[config.mk]
export PLATFORM = sky130hd
export DESIGN_NAME = lbhr_divider
export DESIGN_NICKNAME = d
export VERILOG_FILES = /design/src/hw/rtl/lbhr_pkg.sv /design/src/hw/rtl/lbhr_divider.sv
export SDC_FILE = /design/constraint.sdc
export NUM_CORES = 1
export LEC_CHECK = 0
export ABC_AREA = 1
export BUFFER_PORTS_ARGS = -buffer_cell sky130_fd_sc_hd__buf_2
export CAP_MARGIN = 20
export CORE_ASPECT_RATIO = 0.9
export CORE_MARGIN = 2
export CORE_UTILIZATION = 50
export CTS_CLUSTER_DIAMETER = 60
export DETAILED_ROUTE_END_ITERATION = 8
export HOLD_SLACK_MARGIN = 0.12
export PLACE_DENSITY_LB_ADDON = 0.12
export SLEW_MARGIN = 25
export SYNTH_ARGS = -nofsm -noshare
export SYNTH_HDL_FRONTEND = slang
export SYNTH_SLANG_ARGS = --single-unit
[constraint.sdc]
create_clock -name clk -period 5.65 [get_ports clk]
set_input_delay 1.13 -clock clk [delete_from_list [all_inputs] [get_ports clk]]
set_output_delay 1.13 -clock clk [all_outputs]
set_load 0.02 [all_outputs]
[src/hw/rtl/lbhr_pkg.sv]
`timescale 1ns / 1ps
package lbhr_pkg;

  typedef struct packed {
    logic        req_type;
    logic [15:0] pos_x;
    logic [15:0] pos_y;
    logic [15:0] pos_z;
    logic [9:0]  read_col;
    logic [9:0]  read_row;
  } in_word_t;

  typedef struct packed {
    logic       kept;
    logic [9:0] pix_col;
    logic [9:0] pix_row;
    logic [7:0] gray;
    logic       occupied;
  } out_word_t;

  typedef enum logic [3:0] {
    ST_IDLE, ST_CLEAR, ST_CHECK, ST_DIV_XH, ST_DIV_PX, ST_DIV_YH, ST_DIV_PY,
    ST_MAP, ST_RD_ADDR, ST_RD_WAIT, ST_RD_EVAL, ST_DIV_G, ST_DONE
  } state_t;

  localparam logic [2:0] REG_X_LOW  = 3'd0;
  localparam logic [2:0] REG_X_HIGH = 3'd1;
  localparam logic [2:0] REG_Y_LOW  = 3'd2;
  localparam logic [2:0] REG_Y_HIGH = 3'd3;
  localparam logic [2:0] REG_Z_LOW  = 3'd4;
  localparam logic [2:0] REG_Z_HIGH = 3'd5;
  localparam logic [2:0] REG_CELL   = 3'd6;

  localparam logic       REQ_ADD  = 1'b0;
  localparam logic       REQ_READ = 1'b1;

  localparam int DIV_W = 25;

endpackage

[src/hw/rtl/lbhr_divider.sv]
`timescale 1ns / 1ps
module lbhr_divider (
  input  logic                      clk,
  input  logic                      rst_n,
  input  logic                      go,
  input  logic [lbhr_pkg::DIV_W-1:0] dividend,
  input  logic [lbhr_pkg::DIV_W-1:0] divisor,
  output logic                      done,
  output logic [lbhr_pkg::DIV_W-1:0] quotient
);

  localparam int W  = lbhr_pkg::DIV_W;
  localparam int CW = $clog2(W + 1);

  logic [W-1:0]  quo_r, quo_nxt;
  logic [W:0]    rem_r, rem_nxt;
  logic [W-1:0]  dsr_r, dsr_nxt;
  logic [CW-1:0] cnt_r, cnt_nxt;
  logic          busy_r, busy_nxt;
  logic          done_r, done_nxt;
  logic [W:0]    trial;
  logic [W:0]    shifted;

  always_comb begin
    quo_nxt  = quo_r;
    rem_nxt  = rem_r;
    dsr_nxt  = dsr_r;
    cnt_nxt  = cnt_r;
    busy_nxt = busy_r;
    done_nxt = 1'b0;
    shifted  = {rem_r[W-1:0], quo_r[W-1]};
    trial    = shifted - {1'b0, dsr_r};
    if (go) begin
      quo_nxt  = dividend;
      rem_nxt  = '0;
      dsr_nxt  = divisor;
      cnt_nxt  = CW'(W);
      busy_nxt = 1'b1;
    end else if (busy_r) begin
      if (!trial[W]) begin
        rem_nxt = trial;
        quo_nxt = {quo_r[W-2:0], 1'b1};
      end else begin
        rem_nxt = shifted;
        quo_nxt = {quo_r[W-2:0], 1'b0};
      end
      cnt_nxt = cnt_r - 1'b1;
      if (cnt_r == CW'(1)) begin
        busy_nxt = 1'b0;
        done_nxt = 1'b1;
      end
    end
  end

  always_ff @(posedge clk) begin
    if (!rst_n) begin
      busy_r <= 1'b0;
      done_r <= 1'b0;
      cnt_r  <= '0;
    end else begin
      busy_r <= busy_nxt;
      done_r <= done_nxt;
      cnt_r  <= cnt_nxt;
    end
    quo_r <= quo_nxt;
    rem_r <= rem_nxt;
    dsr_r <= dsr_nxt;
  end

  assign done     = done_r;
  assign quotient = quo_r;

endmodule

==> qor.yml <==
outcome:
  status: "complete, but fails checks"
  violations: "design-rule violations"
clock_tree:
  cts.repair.resized: 0
  insertion_delay_ns: 0.34
  cts_root_buf: "clkbuf_16"
  cts.sinks: 82
  cts_buffer_depth: 2
  htree_levels: 3
  post_cts_buffers: 0
  path_clk_slew_ns: 0.06
  holdBufCountCts: 0
  cts_tree: "built"
  cts_buffers: 9
timing:
  worst_slew_pin_slew_ns: 0.986
  period_minus_slack_ns: 2.87
  rsz0062_at_grt: "false"
  period_share_pct: 50.7
  finalClockSkew_ns: 0.00816
  hold_viol_final: 0
  fmax_ghz: 0.349
  setup_total_negative_slack_ns: 0
  fin_hold_ws_ns: 0.473
  slew_violations: 0
  setup_viol: 0
  relSlewSlack_pct: 34.2
synthesis:
  yosysWarnings: 0
  syn_nets: 867
  yosysUniqueCellTypes: 33
  seq_area_frac_synth_pct: 39.9
  postSynthCellCount: 786
  ys_ff_latch: 82
  syn-cell-area_mm2: 0.00536
  syn-mean-instance-area_um2: 6.82
final_layout:
  area_delta_synth_final_pct: 14.5
  nNetsFinal: 942
  post-route-util_pct: 59.4
  final_cells: 995
  nFillCells: 990
  diodes: 0
  layout-drive-gt1-share_pct: 13.2
placement:
  dp_hpwl_um: 9300
  place_inst: 979
  globalplace.congestion: 0.916
  io_buffers: 78
route:
  via_count: 4824
  route.final.wire_length_um: 12400
  route.detailed.drc: 3
  postRouteAntennaNets: 0
  wl_per_cell_um: 12.5
  vias_per_cell: 4.85
  dr.pass1.iters: 7
  drtIter0Drc: 227
setup_path:
  endpoint_kind: "register"
  path_class: "register to register"
  crit_required_ns: 5.88
  worst-path-max-fanout: 23
  worstPathArrival_ns: 3.10
  cp-start-kind: "register"
floorplanning:
  dieArea_mm2: 0.0116
  fp.dieW_um: 113
  core_mm2: 0.0103
  ios: 79
  row_count: 35
  die_y_um: 102
  initial_utilization_pct: 51.9
power:
  p_per_area_mw_per_mm2: 240
  irDropWorstVdd_uv: 224
  power_uw: 1480
  leakagePower_uw: 0.00343
global_route:
  grt_max_degree: 56
  grt_use_total_pct: 22.3
  grt_pass1_vias: 4489
  grt.overflow.total: 0
  grt_pass1_wl_um: 20600
  antenna_found_initial: 0
flow_run:
  maxCapViolCount: 0
min_path:
  holdCritPathClass: "register to register"
-- synthesized netlist by cell type --
cell type,instances,share of area (%)
buf_2,4,0.37
nand3_2,3,0.56
xor2_1,8,1.3
nor2_4,2,0.42
nand3b_1,2,0.28
xnor2_1,7,1.1
nor2_1,35,2.4
nand3_1,70,6.5
nand2_1,325,23
buf_6,2,0.42
nand2_2,6,0.70
o41ai_1,1,0.16
inv_1,157,11
nand4_1,7,0.82
or2_2,2,0.23
clkinv_1,1,0.070
fa_1,1,0.37
and2_1,3,0.35
nor3_1,2,0.19
a21oi_1,14,1.3
edfxtp_1,50,28
a21oi_2,1,0.16
a211oi_1,1,0.14
o21ai_0,4,0.37
a21o_1,1,0.14
clkbuf_1,8,0.56
a31oi_1,2,0.23
inv_2,3,0.21
nor2_2,2,0.23
ha_1,27,6.3
dfxtp_1,32,12
buf_1,2,0.14
o211ai_1,1,0.14
-- worst paths after layout --
kind	startpoint	end	slack, ns	depth (start not counted)
setup / recovery	dsr_r[15]	rem_r[21]	2.78	14
hold / removal	rem_r[10]	rem_r[10]	0.47	2
setup reg to reg	dsr_r[15]	rem_r[21]	2.78	14
hold reg to reg	rem_r[10]	rem_r[10]	0.47	2
-- stage by stage --
step	worst slack, ns	area (um^2)
global route	2.45	6140
finish	2.78	6140
detailed placement	2.09	5850
floorplan	3.19	5360
global placement	2.20	5850
CTS	2.45	6140
-- power by group --
part	internal [uW]	switching, uW
combinational	72.1	138
sequential	680	19.9
clock	325	242
total	1080	399
-- cell type report --
cell class                      count  area, um^2  share of cell area, %
Multi-Input combinational cell    527        2540                   41.3
Clock buffer                       12         256                   4.18
Tap cell                          129         161                   2.63
Timing Repair Buffer               80         408                   6.64
Inverter                          161         604                   9.84
Clock inverter                      4        33.8                  0.550
Sequential cell                    82        2140                   34.9
-- registers in the layout, summed over array words and instances (netlist names) --
name and count:
quotient 25, dsr_r 25, busy_r 1, cnt_r 5
done 1, rem_r 25
-- critical path, cell delays in order, from the launching register on --
cell and delay [ns]:
edfxtp_1 0.37, inv_1 0.11, ha_1 0.28, nand2_1 0.15
inv_1 0.05, nand2_1 0.06, nand2_1 0.07, inv_1 0.06
nand2_1 0.09, a21oi_2 0.18, nand3_2 0.47, nand2_2 0.60
nand2_1 0.15, nand3_1 0.10, nand2_1 0.05
-- cell usage in the layout (no fill, tap or decap), drive strengths merged, types with 2 or more instances in the layout --
cell	count
inv	161
nor3	2
xor2	8
dfxtp	32
buf	80
clkbuf	12
edfxtp	50
clkinv	3
nand3	73
nand2	331
o21ai	4
ha	27
xnor2	7
nor2	39
or2	2
a21oi	15
a31oi	2
nand4	7
nand3b	2
and2	3
-- cell families after synthesis --
family                   Yosys count  share of synthesized area (%)
AND/OR/NAND/NOR                  459                           35.5
buffers and inverters            177                           12.8
flip-flops                        82                           39.9
adder cells (fa/ha/maj)           28                           6.67
AO/OA/AOI/OAI                     25                           2.66
XOR/XNOR                          15                           2.45
-- routing by layer --
metal  global-route usage (%)  wire length, um  vias to the layer above
li1                         -                -                     2546
met1                     29.6             5870                     2154
met2                     36.7             5670                      107
met3                     4.33              590                       17
met4                     7.88              259                        0
met5                        0                0                        -
No activity file was read; power rests on OpenSTA's default activity.
